--- src/integer_to_ascii_radix_top_macros.svh ---
// ---------------------------------------------------------------------------
// Assertion macros for the integer to ASCII converter
// ---------------------------------------------------------------------------
`ifndef INTEGER_TO_ASCII_RADIX_TOP_MACROS_SVH
`define INTEGER_TO_ASCII_RADIX_TOP_MACROS_SVH

// Same-cycle implication, checked outside reset
`define ITOA_ASSERT_SAME(label, clk, rst_n, ante, cons, msg) \
    label: assert property (@(posedge clk) disable iff (!(rst_n)) (ante) |-> (cons)) \
        else $error(msg);

// Next-cycle implication, checked outside reset
`define ITOA_ASSERT_NEXT(label, clk, rst_n, ante, cons, msg) \
    label: assert property (@(posedge clk) disable iff (!(rst_n)) (ante) |=> (cons)) \
        else $error(msg);

`endif

--- src/itoa_pkg.sv ---
`timescale 1ns / 1ps
`default_nettype none
// ---------------------------------------------------------------------------
// itoa_pkg
// Shared widths, character codes and divider interface types for the
// integer to ASCII converter.
// ---------------------------------------------------------------------------
package itoa_pkg;

    localparam int DATA_W      = 32;  // input number width
    localparam int RADIX_W     = 6;   // radix register width
    localparam int REM_W       = 5;   // remainder always below 32
    localparam int CHAR_W      = 8;
    localparam int STORE_DEPTH = 32;  // longest text: 32 binary digits
    localparam int ADDR_W      = 5;
    localparam int COUNT_W     = 6;   // holds 0..32

    localparam logic [RADIX_W-1:0] RADIX_MIN   = 6'd2;
    localparam logic [RADIX_W-1:0] RADIX_MAX   = 6'd32;
    localparam logic [RADIX_W-1:0] RADIX_DEC   = 6'd10;
    localparam logic [RADIX_W-1:0] RADIX_RESET = 6'd10;

    localparam logic [CHAR_W-1:0] CHAR_ZERO  = 8'h30;  // '0'
    localparam logic [CHAR_W-1:0] CHAR_A     = 8'h61;  // 'a'
    localparam logic [CHAR_W-1:0] CHAR_MINUS = 8'h2d;  // '-'
    localparam logic [CHAR_W-1:0] CHAR_NONE  = 8'h00;

    // Divider request from the controller
    typedef struct packed {
        logic               start;
        logic [DATA_W-1:0]  dividend;
        logic [RADIX_W-1:0] divisor;
    } t_div_req;

    // Divider response to the controller
    typedef struct packed {
        logic              done;
        logic [DATA_W-1:0] quot;
        logic [REM_W-1:0]  rem;
    } t_div_rsp;

    // Digit value to its ASCII character
    function automatic logic [CHAR_W-1:0] digit_char(input logic [REM_W-1:0] d);
        logic [CHAR_W-1:0] d_ext;
        d_ext = {{(CHAR_W-REM_W){1'b0}}, d};
        if (d > 5'd9) begin
            digit_char = CHAR_A + d_ext - 8'd10;
        end else begin
            digit_char = CHAR_ZERO + d_ext;
        end
    endfunction

endpackage

`default_nettype wire

--- src/itoa_div.sv ---
`timescale 1ns / 1ps
`default_nettype none
// ---------------------------------------------------------------------------
// itoa_div
// Iterative restoring divider: 32-bit dividend by a 6-bit radix, four
// quotient bits per cycle, with a done pulse once all quotient bits are in.
// ---------------------------------------------------------------------------
module itoa_div (
    input  wire logic              i_clk,
    input  wire logic              i_rst_n,
    input  wire itoa_pkg::t_div_req i_req,
    output itoa_pkg::t_div_rsp      o_rsp
);

    localparam int STEP_BITS = 4;
    localparam int CYCLES    = itoa_pkg::DATA_W / STEP_BITS;
    localparam int CNT_W     = $clog2(CYCLES);

    logic                         r_busy;
    logic                         r_done;
    logic [CNT_W-1:0]             r_cnt;
    logic [itoa_pkg::DATA_W-1:0]  r_q;
    logic [itoa_pkg::RADIX_W-1:0] r_rem;
    logic [itoa_pkg::RADIX_W-1:0] r_div;
    logic [itoa_pkg::DATA_W-1:0]  n_q;
    logic [itoa_pkg::RADIX_W-1:0] n_rem;

    // Four shift/compare/subtract steps on the narrow remainder
    always_comb begin
        n_q   = r_q;
        n_rem = r_rem;
        for (int i = 0; i < STEP_BITS; i++) begin
            n_rem = {n_rem[itoa_pkg::RADIX_W-2:0], n_q[itoa_pkg::DATA_W-1]};
            n_q   = {n_q[itoa_pkg::DATA_W-2:0], 1'b0};
            if (n_rem >= r_div) begin
                n_rem  = n_rem - r_div;
                n_q[0] = 1'b1;
            end
        end
    end

    // Control
    always_ff @(posedge i_clk) begin
        if (!i_rst_n) begin
            r_busy <= 1'b0;
            r_done <= 1'b0;
            r_cnt  <= '0;
        end else begin
            r_done <= 1'b0;
            if (i_req.start) begin
                r_busy <= 1'b1;
                r_cnt  <= '0;
            end else if (r_busy) begin
                r_cnt <= r_cnt + 1'b1;
                if (r_cnt == CNT_W'(CYCLES - 1)) begin
                    r_busy <= 1'b0;
                    r_done <= 1'b1;
                end
            end
        end
    end

    // Datapath: quotient bits shift in as dividend bits shift out
    always_ff @(posedge i_clk) begin
        if (i_req.start) begin
            r_q   <= i_req.dividend;
            r_rem <= '0;
            r_div <= i_req.divisor;
        end else if (r_busy) begin
            r_q   <= n_q;
            r_rem <= n_rem;
        end
    end

    assign o_rsp.done = r_done;
    assign o_rsp.quot = r_q;
    assign o_rsp.rem  = r_rem[itoa_pkg::REM_W-1:0];

endmodule

`default_nettype wire

--- src/integer_to_ascii_radix_top.sv ---
`timescale 1ns / 1ps
`default_nettype none
// Each digit takes one divider pass (4 quotient bits a cycle); a minus sign, when
//   present, and a setup state follow, then each character is read and sent out.
// One number at a time: a new number is taken only once the last character of
//   the previous one, or its empty result, has been loaded into the output register.
// An invalid radix gives a single empty result from S_EMPTY once the output is free.
// Reset: synchronous, active low; radix returns to 10, the digit memory is not cleared.
// ---------------------------------------------------------------------------
// integer_to_ascii_radix_top
// Converts a 32-bit number (signed in radix 10, unsigned otherwise) to ASCII text in
// a radix of 2..32, most significant first, one character per output transfer.
// ---------------------------------------------------------------------------
`include "integer_to_ascii_radix_top_macros.svh"

module integer_to_ascii_radix_top #(
    parameter int MAX_CHARS = 32
) (
    input  wire logic        i_clk,
    input  wire logic        i_rst_n,
    // configuration: radix
    input  wire logic        i_cfg_valid,
    output logic             o_cfg_ready,
    input  wire logic [5:0]  i_cfg_data,
    // input stream
    input  wire logic        i_s_tvalid,
    output logic             o_s_tready,
    input  wire logic signed [31:0] i_s_tdata,  // [31:0] number
    // output stream
    output logic             o_m_tvalid,
    input  wire logic        i_m_tready,
    output logic [7:0]       o_m_tdata,         // [7:0] character
    output logic [0:0]       o_m_tuser,         // [0] is_empty
    output logic             o_m_tlast          // last_char
);

    localparam int EMIT_LIMIT = (MAX_CHARS < itoa_pkg::STORE_DEPTH) ?
                                MAX_CHARS : itoa_pkg::STORE_DEPTH;

    typedef enum logic [2:0] {
        S_IDLE, S_EMPTY, S_DIV, S_SIGN, S_PREP, S_READ, S_LOAD
    } t_state;

    t_state                        r_state;
    logic [itoa_pkg::RADIX_W-1:0]  r_radix;
    logic                          r_neg;
    logic [itoa_pkg::COUNT_W-1:0]  r_count;
    logic [itoa_pkg::ADDR_W-1:0]   r_pos;
    logic [itoa_pkg::COUNT_W-1:0]  r_left;
    logic [itoa_pkg::CHAR_W-1:0]   r_rd_data;
    logic                          r_out_valid;
    logic [itoa_pkg::CHAR_W-1:0]   r_out_char;
    logic                          r_out_empty;
    logic                          r_out_last;

    logic [itoa_pkg::CHAR_W-1:0]   r_store [itoa_pkg::STORE_DEPTH];

    logic                          w_in_xfer;
    logic                          w_radix_ok;
    logic                          w_neg;
    logic [itoa_pkg::DATA_W-1:0]   w_mag;
    logic                          w_out_free;
    logic                          w_we;
    logic [itoa_pkg::CHAR_W-1:0]   w_wdata;
    itoa_pkg::t_div_req            w_div_req;
    itoa_pkg::t_div_rsp            w_div_rsp;

    // Configuration register
    assign o_cfg_ready = 1'b1;

    always_ff @(posedge i_clk) begin
        if (!i_rst_n) begin
            r_radix <= itoa_pkg::RADIX_RESET;
        end else if (i_cfg_valid && o_cfg_ready) begin
            r_radix <= i_cfg_data;
        end
    end

    // Input decode
    assign o_s_tready = (r_state == S_IDLE);
    assign w_in_xfer  = i_s_tvalid && o_s_tready;
    assign w_radix_ok = (r_radix >= itoa_pkg::RADIX_MIN) && (r_radix <= itoa_pkg::RADIX_MAX);
    assign w_neg      = (r_radix == itoa_pkg::RADIX_DEC) && i_s_tdata[31];
    assign w_mag      = w_neg ? (32'd0 - $unsigned(i_s_tdata)) : $unsigned(i_s_tdata);
    assign w_out_free = !r_out_valid || i_m_tready;

    // Divider: restarts on the previous quotient until it reaches zero
    assign w_div_req.start    = (w_in_xfer && w_radix_ok) ||
                                (r_state == S_DIV && w_div_rsp.done &&
                                 w_div_rsp.quot != '0);
    assign w_div_req.dividend = (r_state == S_IDLE) ? w_mag : w_div_rsp.quot;
    assign w_div_req.divisor  = r_radix;

    itoa_div u_div (
        .i_clk   (i_clk),
        .i_rst_n (i_rst_n),
        .i_req   (w_div_req),
        .o_rsp   (w_div_rsp)
    );

    // Digit memory, least significant character at address 0
    assign w_we    = (r_state == S_DIV && w_div_rsp.done) || (r_state == S_SIGN);
    assign w_wdata = (r_state == S_SIGN) ? itoa_pkg::CHAR_MINUS :
                     itoa_pkg::digit_char(w_div_rsp.rem);

    always_ff @(posedge i_clk) begin
        if (w_we) begin
            r_store[r_count[itoa_pkg::ADDR_W-1:0]] <= w_wdata;
        end
        r_rd_data <= r_store[r_pos];
    end

    // Sequencer and output register
    always_ff @(posedge i_clk) begin
        if (!i_rst_n) begin
            r_state     <= S_IDLE;
            r_neg       <= 1'b0;
            r_count     <= '0;
            r_pos       <= '0;
            r_left      <= '0;
            r_out_valid <= 1'b0;
            r_out_char  <= '0;
            r_out_empty <= 1'b0;
            r_out_last  <= 1'b0;
        end else begin
            if (i_m_tready) begin
                r_out_valid <= 1'b0;
            end
            case (r_state)
                S_IDLE: begin
                    if (w_in_xfer) begin
                        r_count <= '0;
                        r_neg   <= w_neg;
                        r_state <= w_radix_ok ? S_DIV : S_EMPTY;
                    end
                end
                S_EMPTY: begin
                    if (w_out_free) begin
                        r_out_valid <= 1'b1;
                        r_out_char  <= itoa_pkg::CHAR_NONE;
                        r_out_empty <= 1'b1;
                        r_out_last  <= 1'b1;
                        r_state     <= S_IDLE;
                    end
                end
                S_DIV: begin
                    if (w_div_rsp.done) begin
                        r_count <= r_count + 1'b1;
                        if (w_div_rsp.quot == '0) begin
                            r_state <= r_neg ? S_SIGN : S_PREP;
                        end
                    end
                end
                S_SIGN: begin
                    r_count <= r_count + 1'b1;
                    r_state <= S_PREP;
                end
                S_PREP: begin
                    // start from the most significant character
                    r_pos   <= r_count[itoa_pkg::ADDR_W-1:0] - 1'b1;
                    r_left  <= (r_count < itoa_pkg::COUNT_W'(EMIT_LIMIT)) ?
                               r_count : itoa_pkg::COUNT_W'(EMIT_LIMIT);
                    r_state <= S_READ;
                end
                S_READ: begin
                    r_state <= S_LOAD;
                end
                S_LOAD: begin
                    if (w_out_free) begin
                        r_out_valid <= 1'b1;
                        r_out_char  <= r_rd_data;
                        r_out_empty <= 1'b0;
                        r_out_last  <= (r_left == itoa_pkg::COUNT_W'(1));
                        if (r_left == itoa_pkg::COUNT_W'(1)) begin
                            r_state <= S_IDLE;
                        end else begin
                            r_pos   <= r_pos - 1'b1;
                            r_left  <= r_left - 1'b1;
                            r_state <= S_READ;
                        end
                    end
                end
                default: begin
                    r_state <= S_IDLE;
                end
            endcase
        end
    end

    assign o_m_tvalid = r_out_valid;
    assign o_m_tdata  = r_out_char;
    assign o_m_tuser  = r_out_empty;
    assign o_m_tlast  = r_out_last;

    // Checks
    `ITOA_ASSERT_SAME(a_div_done_in_div, i_clk, i_rst_n, w_div_rsp.done, r_state == S_DIV, "divider finished outside the division state")
    `ITOA_ASSERT_SAME(a_count_bound, i_clk, i_rst_n, 1'b1, r_count <= itoa_pkg::COUNT_W'(itoa_pkg::STORE_DEPTH), "digit count exceeds store depth")
    `ITOA_ASSERT_SAME(a_load_left, i_clk, i_rst_n, r_state == S_LOAD, r_left != '0, "character load with nothing left to send")
    `ITOA_ASSERT_SAME(a_empty_is_last, i_clk, i_rst_n, o_m_tvalid && o_m_tuser[0], o_m_tlast && o_m_tdata == itoa_pkg::CHAR_NONE, "empty result not a lone last transfer")
    `ITOA_ASSERT_NEXT(a_busy_after_in, i_clk, i_rst_n, w_in_xfer, !o_s_tready, "input taken while a number is in progress")

endmodule

`default_nettype wire

--- config.mk ---
export PLATFORM = sky130hd
export DESIGN_NAME = integer_to_ascii_radix_top
export DESIGN_NICKNAME = d
export VERILOG_FILES = /design/src/itoa_pkg.sv /design/src/itoa_div.sv /design/src/integer_to_ascii_radix_top.sv
export VERILOG_INCLUDE_DIRS = /design/src /design/src/src
export SDC_FILE = /design/constraint.sdc
export NUM_CORES = 1
export LEC_CHECK = 0
export BUFFER_PORTS_ARGS = -buffer_cell sky130_fd_sc_hd__buf_2
export CORE_ASPECT_RATIO = 0.6
export CORE_UTILIZATION = 31
export DETAILED_ROUTE_END_ITERATION = 8
export GPL_TIMING_DRIVEN = 0
export SLEW_MARGIN = 40
export SYNTH_ARGS = -nofsm -noshare
export SYNTH_HDL_FRONTEND = slang
export SYNTH_SLANG_ARGS = --single-unit
--- constraint.sdc ---
create_clock -name i_clk -period 6.5 [get_ports i_clk]
set_clock_uncertainty 0.2 [all_clocks]
set_input_delay 0.325 -clock i_clk [delete_from_list [all_inputs] [get_ports i_clk]]
set_output_delay 0.325 -clock i_clk [all_outputs]
set_load 0.02 [all_outputs]
==> out/summary.txt, run 1 <==
Status: finished clean
Drt total wl: 37.5 mm
Power after layout: 0.00835 W
Ys Warns: 0
Clock Latency Late Sink: 0.59 ns
Post-route ant nets: 0
Slew Limit Headroom: 0.453
Largest net degree at the start of global routing: 33
Min-Delay Startpoint: i_s_tdata[19]
Crit-path slowest cell: edfxtp_1
Wire length per cell: 19.8 um
Number of flops mapped to enable cells by yosys: 262
MaxCap Viol Count: 0
Antenna Cells: 0
Post-synthesis cell area: 14,600 um^2
Layout cells sized above 1: 0.218
Cell taking the most area after synthesis: edfxtp_1
Clk slew on worst S/H paths: 0.07 ns
Max FO, Critical Path: 7
Vias per Instance: 5.11
Hold/Removal Path Class: in -> reg
Critical R2R Launch: u_div.r_q[31]
Clock sink count: 316
Minimum clock period: 6.35 ns
Setup crit end kind: flip-flop
Longest Clk Path Bufs: 3
CTS Buf Count: 30
Critical path startpoint category: flip-flop
Core area: 46,400 um^2
DR vias: 9,669
PwrDens: 475 nW/um^2
Switching pwr: 0.00297 W
Buffers on Ports: 52
Worst-margin pin slew: 0.820 ns
Root Driver: clkbuf_16
Crit path DAT: 6.62 ns
Count of final hold-check violations: 0
Vias in the first global route: 9,441
Gate Count Post-Synth: 1,057
Crit path kind: reg -> reg
Sw Share: 0.355
Seq cells post-synth: 316
I/O pins: 56
Initial Util: 0.315
Die span in x: 282 um
R2R setup slack: 0.15 ns
Worst endpoint required time: 6.77 ns
Int Pwr: 0.00539 W
Die ar.: 48,000 um^2
Area growth syn-to-layout: 20.3%
# rows: 61
Max VDD drop: 0.616 mV
Die Ht: 170 um
DR pass1 iterations: 5
Final worst-path cycle share: 0.977
Overflow after GRT: 0
Comb pwr share: 0.458
Final #Nets: 1,323
Share of the synthesized area in the top cell type: 0.539
Max-slew violation count: 0
Flop pwr share: 0.336
Synth unique cells: 71
Slowest stage delay, CP: 0.46 ns
First-pass GRT wire length: 57.4 mm
DRT iter0 DRCs: 973
All-Layer GR Usage: 0.156
Leak: 5.96 nW
Number of antenna violations at the first check in global routing: 1
Synth Flop Type: edfxtp_1
Hold Slack: 0.0269 ns
Final HPWL DP: 26.5 mm
Syn Area/Cell: 13.8 um^2
F_max: 157 MHz
Asr flop ratio synth: 0
H-Tree Depth: 1
Clock share of power: 0.205
DRC: 0
Synth area leaders: edfxtp_1 54%, mux4_2 11%, dfxtp_1 7.4%, nor2_1 3.4%, ha_1 3.1%
Hold depth: 3
Seq/Total Area, Yosys: 0.613
Min-Delay Endpoint: u_div.r_q[19]
R2r worst-path depth: 30
Gp weighted congestion: 0.841
CTS tree: built
Endpoints failing setup: 0
Worst r2r dst: u_div.r_rem[4]
-- what timing repair did --
item | 4_1_cts | 5_1_grt
setup buffers | 13 | 10
gates resized for setup | 22 | 27
setup endpoints to repair | 6 | 6
endpoints found under the hold margin | 37 | 0
hold buffers | 35 | 0
gates cloned | 0 | 0
pin swaps | 8 | 8
-- worst max-delay path, delay by kind of cell (launching register included) --
| family | cells | cell delay (ns) |
|---|---|---|
| flip-flops | 1 | 0.46 |
| buffers and inverters | 7 | 0.84 |
| XOR/XNOR | 1 | 0.22 |
| AO/OA/AOI/OAI | 12 | 1.93 |
| adder cells (fa/ha/maj) | 5 | 1.45 |
| AND/OR/NAND/NOR | 4 | 0.85 |
| multiplexers | 1 | 0.28 |
-- flip-flops by register name, indices dropped and copies added (netlist names), 6 cells and up --
| register | flops |
|---|---|
| r_store | 224 |
| u_div.r_q | 32 |
| o_m_tdata | 7 |
| r_rd_data | 7 |
| r_count | 6 |
| r_left | 6 |
| r_radix | 6 |
| u_div.r_div | 6 |
-- cells in the final DEF, fill, tap and decap left out, types with 10 or more instances in the layout --
cell	count
edfxtp_1	262
nor2_1	123
mux4_2	70
buf_2	64
a21oi_1	60
dfxtp_1	54
nand2_1	45
clkbuf_1	44
o21ai_0	35
ha_1	35
dlygate4sd3_1	35
conb_1	34
buf_4	32
clkbuf_16	30
inv_1	28
xnor2_1	26
nor3_1	18
xor2_1	18
nor4_1	15
mux2i_1	14
nand3_1	11
a22oi_1	10
-- worst max path at each step --
| stage | from | to | depth (start not counted) |
|---|---|---|---|
| 2_1_floorplan | u_div.r_div[1] | u_div.r_rem[4] | 26 |
| 3_3_place_gp | u_div.r_div[1] | u_div.r_rem[3] | 24 |
| 3_5_place_dp | u_div.r_div[1] | u_div.r_rem[3] | 24 |
| 4_1_cts | u_div.r_q[31] | u_div.r_rem[4] | 28 |
| 5_1_grt | u_div.r_q[31] | u_div.r_rem[3] | 29 |
| 6_report | u_div.r_q[31] | u_div.r_rem[4] | 30 |
-- synth_stat cells, drive strengths merged (5+ instances only) --
library cell / n
o21a: 5
clkbuf: 34
dfxtp: 54
nor2b: 10
a21o: 9
a22oi: 10
ha: 36
a211oi: 9
nand3: 11
nand2b: 10
nand3b: 5
mux2: 9
mux4: 70
edfxtp: 262
nand4: 6
mux2i: 16
buf: 19
a21oi: 63
o21ai: 44
nand2: 47
nor3: 19
nor2: 132
o31ai: 7
inv: 33
xnor2: 26
nor4: 16
xor2: 18
a31oi: 10
-- routing by layer --
layer | global-route usage | share of wire | vias to the layer above
li1 | - | - | 4403
met1 | 0.250 | 0.49 | 4843
met2 | 0.212 | 0.41 | 380
met3 | 0.0362 | 0.086 | 43
met4 | 0.0280 | 0.016 | 0
met5 | 0 | 0 | -
-- layout make-up --
cell class,instances,area (um^2)
plain buffers,53,244
flip-flops and latches,316,8950
clock buffers,45,837
clock inverters,11,108
repair buffers,119,883
well taps,630,788
inverters,33,124
fillers,4441,28800
multi-input cells,687,5640
-- power groups by stage --
stage,Clock [W],Sequential (W),Combinational (W)
finish,0.00171,0.00281,0.00383
global route,0.00182,0.00283,0.00416
CTS,0.00175,0.00280,0.00341
detailed placement,0,0.00285,0.00301
global placement,0,0.00287,0.00286
floorplan,0,0.00282,0.00216
-- per-stage QoR --
step / setup WS, ns / utilization / setup TNS, ns / cell area, um^2 / instances
after floorplan: 0.0868 / - / 0 / 14700 / 1089
after global placement: -1.17 / 0.340 / -5.79 / 15800 / 1771
after detailed placement: -1.22 / 0.343 / -6.05 / 15900 / 1780
after CTS: 0.00496 / 0.375 / 0 / 17400 / 1884
after global routing: -0.101 / 0.379 / -0.336 / 17600 / 1894
final: 0.150 / 0.379 / 0 / 17600 / 1894
-- logic make-up after synthesis --
kind of cell,Yosys count,share of synthesized area
compound gates,196,0.0853
xor+xnor,44,0.0264
fa+ha+maj,40,0.0363
buf+inv,86,0.0249
flops,316,0.613
mux,95,0.126
other cells,2,0.000514
simple gates,278,0.0878
(Power assumes the default switching activity.)
==> run 2: changes to the inputs <==
clock period = 5.7 ns   (was 6.5 ns; I/O delays follow)
==> run 2 against run 1 <==
- the run now ends with setup timing left
- sequential power is 14% higher
- cell count rose by 0.90%
- die area stayed put
- clock-buffer cell count down 9
- sequential share of layout area is 1.0 points lower
- utilization up 0.76 points
- register-to-register slack worse by 0.64 ns
- critical path depth decreased by 2
- global-route usage up 0.25 points
- total power grew 23%
- combinational power grew 31%
- critical path type unchanged
- largest power group unchanged
==> out/summary.txt, run 2 (synthesis gave the netlist of run 1 again) <==
Largest net degree at the start of global routing: 33 (unchanged)
Post-Route Setup TNS: -2.60 ns (was 0 ns)
H-Tree Depth: 1 (unchanged)
Flop pwr share: 0.314 (was 0.336)
Slowest stage delay, CP: 0.46 ns (about the same)
Endpoints failing setup: 6 (was 0)
DRT iter0 DRCs: 1,068 (was 973)
DR vias: 9,849 (was 9,669)
First-pass GRT wire length: 58.2 mm (was 57.4 mm)
Clock sink count: 316 (unchanged)
Drt total wl: 38.0 mm (was 37.5 mm)
Area growth syn-to-layout: 22.8% (was 20.3%)
Clk slew on worst S/H paths: 0.06 ns (was 0.07 ns)
Wire length per cell: 19.9 um (was 19.8 um)
MaxCap Viol Count: 0 (unchanged)
Max-slew violation count: 0 (unchanged)
Comb pwr share: 0.488 (was 0.458)
Die ar.: 48,000 um^2 (unchanged)
PwrDens: 571 nW/um^2 (was 475 nW/um^2)
Cell area after layout: 17,900 um^2 (was 17,600 um^2)
Leak: 6.08 nW (was 5.96 nW)
I/O pins: 56 (unchanged)
Overflow after GRT: 0 (unchanged)
Final worst-path cycle share: 1.09 (was 0.977)
Worst endpoint required time: 5.96 ns (was 6.77 ns)
Initial Util: 0.315 (unchanged)
Setup WS post-layout: -0.488 ns (was 0.150 ns)
DRC: 0 (unchanged)
Clock share of power: 0.198 (was 0.205)
Max FO, Critical Path: 7 (unchanged)
Hold Slack: 0.0389 ns (was 0.0269 ns)
Clock Latency Late Sink: 0.58 ns (was 0.59 ns)
Switching pwr: 0.00364 W (was 0.00297 W)
Final #Nets: 1,341 (was 1,323)
Die span in x: 282 um (unchanged)
Antenna Cells: 0 (unchanged)
Critical path startpoint category: flip-flop (unchanged)
Power after layout: 0.0102 W (was 0.00835 W)
CTS Buf Count: 29 (was 30)
Setup crit end kind: flip-flop (unchanged)
Gp weighted congestion: 0.844 (was 0.841)
Family with the most delay on the worst path: compound AO/OA/AOI/OAI gates (unchanged)
Crit path kind: reg -> reg (unchanged)
Placed Area: 16,100 um^2 (was 15,900 um^2)
Die Ht: 170 um (unchanged)
Failing checks: setup timing
Sw Share: 0.356 (was 0.355)
Count of final hold-check violations: 0 (unchanged)
Int Pwr: 0.00659 W (was 0.00539 W)
Largest register FFs: 224 (unchanged)
CTS tree: built (unchanged)
Vias in the first global route: 9,526 (was 9,441)
Number of antenna violations at the first check in global routing: 0 (was 1)
Core area: 46,400 um^2 (unchanged)
Longest Clk Path Bufs: 3 (unchanged)
Max VDD drop: 0.568 mV (was 0.616 mV)
Worst-margin pin slew: 0.833 ns (was 0.820 ns)
Root Driver: clkbuf_16 (unchanged)
F_max: 162 MHz (was 157 MHz)
Hold/Removal Path Class: in -> reg (unchanged)
Minimum clock period: 6.19 ns (was 6.35 ns)
DR pass1 iterations: 5 (unchanged)
Core Util, Final: 0.386 (was 0.379)
Post-route ant nets: 0 (unchanged)
# rows: 61 (unchanged)
Slew Limit Headroom: 0.443 (was 0.453)
Crit path DAT: 6.45 ns (was 6.62 ns)
Final HPWL DP: 27.0 mm (was 26.5 mm)
Status: finished, violations left (was finished clean)
All-Layer GR Usage: 0.159 (was 0.156)
RSZ-0062 raised after global routing: yes
Layout cells sized above 1: 0.239 (was 0.218)
Vias per Instance: 5.15 (was 5.11)
Most common cell after layout, fill and taps aside: edfxtp_1 (unchanged)
Buffers on Ports: 52 (unchanged)
Crit-path slowest cell: edfxtp_1 (unchanged)
Buf/Inv on CP: 5 (was 7)
Most frequent cells in the layout: 262 x edfxtp_1, 124 x nor2_1, 70 x mux4_2, 63 x buf_2, 58 x a21oi_1 (was 262 x edfxtp_1, 123 x nor2_1, 70 x mux4_2, 64 x buf_2, 60 x a21oi_1)
==> run 2: power groups by stage <==
stage               sequential (W)  clock (W)  combinational, W
finish                     0.00321    0.00203           0.00500
global route               0.00323    0.00215           0.00538
CTS                        0.00320    0.00206           0.00456
detailed placement         0.00326          0           0.00378
global placement           0.00328          0           0.00360
floorplan                  0.00321          0           0.00276
==> run 2: final cells by class <==
cell class | instances | area (um^2)
Fill cell | 4372 | 28500
Sequential cell | 316 | 8950
Multi-Input combinational cell | 687 | 5770
Timing Repair Buffer | 138 | 1050
Clock buffer | 36 | 793
Tap cell | 630 | 788
Buffer | 53 | 250
Clock inverter | 18 | 194
Inverter | 33 | 130
==> run 2: repair_timing <==
item	4_1_cts	5_1_grt
gates resized for setup	20	16
endpoints found under the hold margin	40	0
hold buffers	41	0
buffers inserted	26	11
pin swaps	20	19
endpoints found under the setup margin	6	6
==> run 2: through the flow <==
stage,instances,setup slack [ns]
after detailed placement,1780,-1.18
after global placement,1771,-1.12
after floorplan,1089,-0.141
after CTS,1901,-0.410
after global routing,1911,-0.706
final,1911,-0.488
==> run 2: final timing paths <==
kind                      start        endpoint  slack, ns  cells past startpoint
setup reg to reg  u_div.r_q[31]  u_div.r_rem[4]      -0.49                     28
hold / removal          i_rst_n      r_radix[1]       0.04                      3
hold reg to reg    r_rd_data[4]    o_m_tdata[4]       0.28                      2
setup / recovery  u_div.r_q[31]  u_div.r_rem[4]      -0.49                     28
==> run 2: per-layer routing <==
| layer | track usage | up-vias | share of wire |
|---|---|---|---|
| met4 | 0.0261 | 0 | 0.014 |
| met3 | 0.0316 | 54 | 0.076 |
| li1 | - | 4441 | - |
| met5 | 0 | - | 0 |
| met2 | 0.213 | 378 | 0.40 |
| met1 | 0.260 | 4976 | 0.50 |
==> run 2: tightest hold or removal path, stage by stage <==
cell	delay, ns
buf_2	0.11
clkbuf_1	0.26
nand2_1	0.12
==> run 3: changes to the inputs <==
PLACE_DENSITY_LB_ADDON = 0.12   (was default)
==> run 3 against run 2 <==
- highest routed layer unchanged
- die area stayed put
- via count is 3.6% lower
- utilization down 0.26 points
- first-iteration DRC count fell by 13%
- cell count is 0.21% lower
- flip-flop and latch count unchanged
- clock power shrank 3%
- total power shrank 1.1%
- the flow still finishes with violations (setup timing)
==> out/summary.txt, run 3 (synthesis gave the netlist of run 1 again) <==
Status: finished, violations left (unchanged)
Failing checks: setup timing (unchanged)
Final HPWL DP: 29.5 mm (was 27.0 mm)
Clk slew on worst S/H paths: 0.07 ns (was 0.06 ns)
Core area: 46,400 um^2 (unchanged)
Max-slew violation count: 0 (unchanged)
Initial Util: 0.315 (unchanged)
Buffers on Ports: 52 (unchanged)
DR pass1 iterations: 5 (unchanged)
Antenna Cells: 0 (unchanged)
DRC: 0 (unchanged)
Die span in x: 282 um (unchanged)
Wire length per cell: 21.4 um (was 19.9 um)
Final #Nets: 1,338 (was 1,341)
Largest register FFs: 224 (unchanged)
I/O pins: 56 (unchanged)
Die ar.: 48,000 um^2 (unchanged)
Most frequent cells in the layout: 262 x edfxtp_1, 119 x nor2_1, 70 x mux4_2, 64 x buf_2, 60 x a21oi_1 (was 262 x edfxtp_1, 124 x nor2_1, 70 x mux4_2, 63 x buf_2, 58 x a21oi_1)
Minimum clock period: 6.22 ns (was 6.19 ns)
Post-route ant nets: 0 (unchanged)
Largest net degree at the start of global routing: 33 (unchanged)
H-Tree Depth: 1 (unchanged)
Endpoints failing setup: 6 (unchanged)
Met2 WL: 15.0 mm (was 15.4 mm)
Int Pwr: 0.00649 W (was 0.00659 W)
CTS Buf Count: 31 (was 29)
Slew Limit Headroom: 0.431 (was 0.443)
Drt total wl: 40.8 mm (was 38.0 mm)
Vias in the first global route: 9,236 (was 9,526)
PwrDens: 569 nW/um^2 (was 571 nW/um^2)
Leak: 6.04 nW (was 6.08 nW)
# rows: 61 (unchanged)
Crit path kind: reg -> reg (unchanged)
Clock Latency Late Sink: 0.57 ns (was 0.58 ns)
Post-Route Setup TNS: -2.67 ns (was -2.60 ns)
Count of final hold-check violations: 0 (unchanged)
Comb pwr share: 0.489 (was 0.488)
Area growth syn-to-layout: 21.9% (was 22.8%)
Critical path startpoint category: flip-flop (unchanged)
CTS tree: built (unchanged)
M1 WL: 22.7 mm (was 19.2 mm)
Final worst-path cycle share: 1.09 (about the same)
Post-placement worst setup slack: -1.36 ns (was -1.18 ns)
Setup WS post-layout: -0.516 ns (was -0.488 ns)
Max FO, Critical Path: 5 (was 7)
MaxCap Viol Count: 0 (unchanged)
Overflow after GRT: 0 (unchanged)
Switching pwr: 0.00363 W (was 0.00364 W)
Die Ht: 170 um (unchanged)
F_max: 161 MHz (was 162 MHz)
DR top layer: met4 (unchanged)
First-pass GRT wire length: 60.6 mm (was 58.2 mm)
Layout cells sized above 1: 0.234 (was 0.239)
Most common cell after layout, fill and taps aside: edfxtp_1 (unchanged)
Crit path DAT: 6.48 ns (was 6.45 ns)
DR vias: 9,498 (was 9,849)
RSZ-0062 raised after global routing: yes (unchanged)
Most used cell, CP: buf_4
Crit-path slowest cell: edfxtp_1 (unchanged)
Hold/Removal Path Class: in -> reg (unchanged)
Clock sink count: 316 (unchanged)
Worst endpoint required time: 5.97 ns (was 5.96 ns)
All-Layer GR Usage: 0.171 (was 0.159)
Setup crit end kind: flip-flop (unchanged)
Root Driver: clkbuf_16 (unchanged)
Met3 wire len: 2.61 mm (was 2.90 mm)
Flop pwr share: 0.317 (was 0.314)
Max VDD drop: 0.542 mV (was 0.568 mV)
Sw Share: 0.359 (was 0.356)
Vias per Instance: 4.98 (was 5.15)
Slowest stage delay, CP: 0.45 ns (was 0.46 ns)
Core Util, Final: 0.384 (was 0.386)
Longest Clk Path Bufs: 3 (unchanged)
Clock share of power: 0.193 (was 0.198)
DRT iter0 DRCs: 929 (was 1,068)
Number of antenna violations at the first check in global routing: 0 (unchanged)
Worst-margin pin slew: 0.851 ns (was 0.833 ns)
Hold Slack: 0.0296 ns (was 0.0389 ns)
Gp weighted congestion: 0.809 (was 0.844)
==> run 3: cell count changes in the layout (fill, tap and decap cells not counted), sizes merged <==
| cell | previous run | this run |
|---|---|---|
| clkinv | 12 | 13 |
| dlygate4sd3 | 41 | 36 |
| buf | 117 | 116 |
| clkbuf | 69 | 72 |
| inv | 35 | 32 |
| bufinv | 3 | 2 |
| clkinvlp | 1 | 3 |
==> run 3: what timing repair did <==
item | in CTS | in global routing
pin swaps | 10 | 10
endpoints found under the setup margin | 6 | 6
gates cloned | 1 | 0
buffers inserted | 25 | 9
hold buffers | 36 | 0
endpoints found under the hold margin | 36 | 0
resized for setup | 19 | 7
==> run 3: routing by layer <==
| layer | GRT usage | up-vias |
|---|---|---|
| li1 | - | 4437 |
| met1 | 0.295 | 4805 |
| met2 | 0.212 | 224 |
| met3 | 0.0376 | 32 |
| met4 | 0.0242 | 0 |
| met5 | 0 | - |
==> run 3: area by class of cell <==
type,instances,area (um^2)
Multi-Input combinational cell,687,5730
Timing Repair Buffer,133,1020
Clock buffer,38,802
Buffer,53,254
Inverter,33,128
Sequential cell,316,8950
Fill cell,4447,28600
Tap cell,630,788
Clock inverter,17,138
==> run 3: critical path: cells and delay by family, from the launching register on <==
family / cells / cell delay [ns]
AOI/OAI and AO/OA: 10 / 1.51
xor gates and xnor gates: 1 / 0.18
adders and majority gates: 5 / 1.34
buffers and inverters: 8 / 0.99
DFF: 1 / 0.45
muxes: 2 / 0.62
and+or+nand+nor: 4 / 0.77
==> run 3: path summary, 6_finish.rpt <==
check,depth (start not counted),slack (ns),startpoint,endpoint
hold reg to reg,2,0.27,r_rd_data[3],o_m_tdata[3]
setup / recovery,30,-0.52,u_div.r_q[31],u_div.r_rem[4]
setup reg to reg,30,-0.52,u_div.r_q[31],u_div.r_rem[4]
hold / removal,3,0.03,i_cfg_valid,r_radix[2]
==> run 3: through the flow <==
step / instances / power (W) / area (um^2)
after floorplan: 1089 / 0.00597 / 14900
after CTS: 1898 / 0.00996 / 17700
final: 1907 / 0.0101 / 17800
after global routing: 1907 / 0.0107 / 17800
after global placement: 1771 / 0.00708 / 15900
after detailed placement: 1781 / 0.00717 / 16100
==> run 3: power groups by stage <==
stage	registers [W]	clock network, W	logic (W)
after global placement	0.00330	0	0.00378
after CTS	0.00321	0.00200	0.00475
final	0.00321	0.00196	0.00495
after global routing	0.00324	0.00208	0.00538
after detailed placement	0.00326	0	0.00391
after floorplan	0.00321	0	0.00276
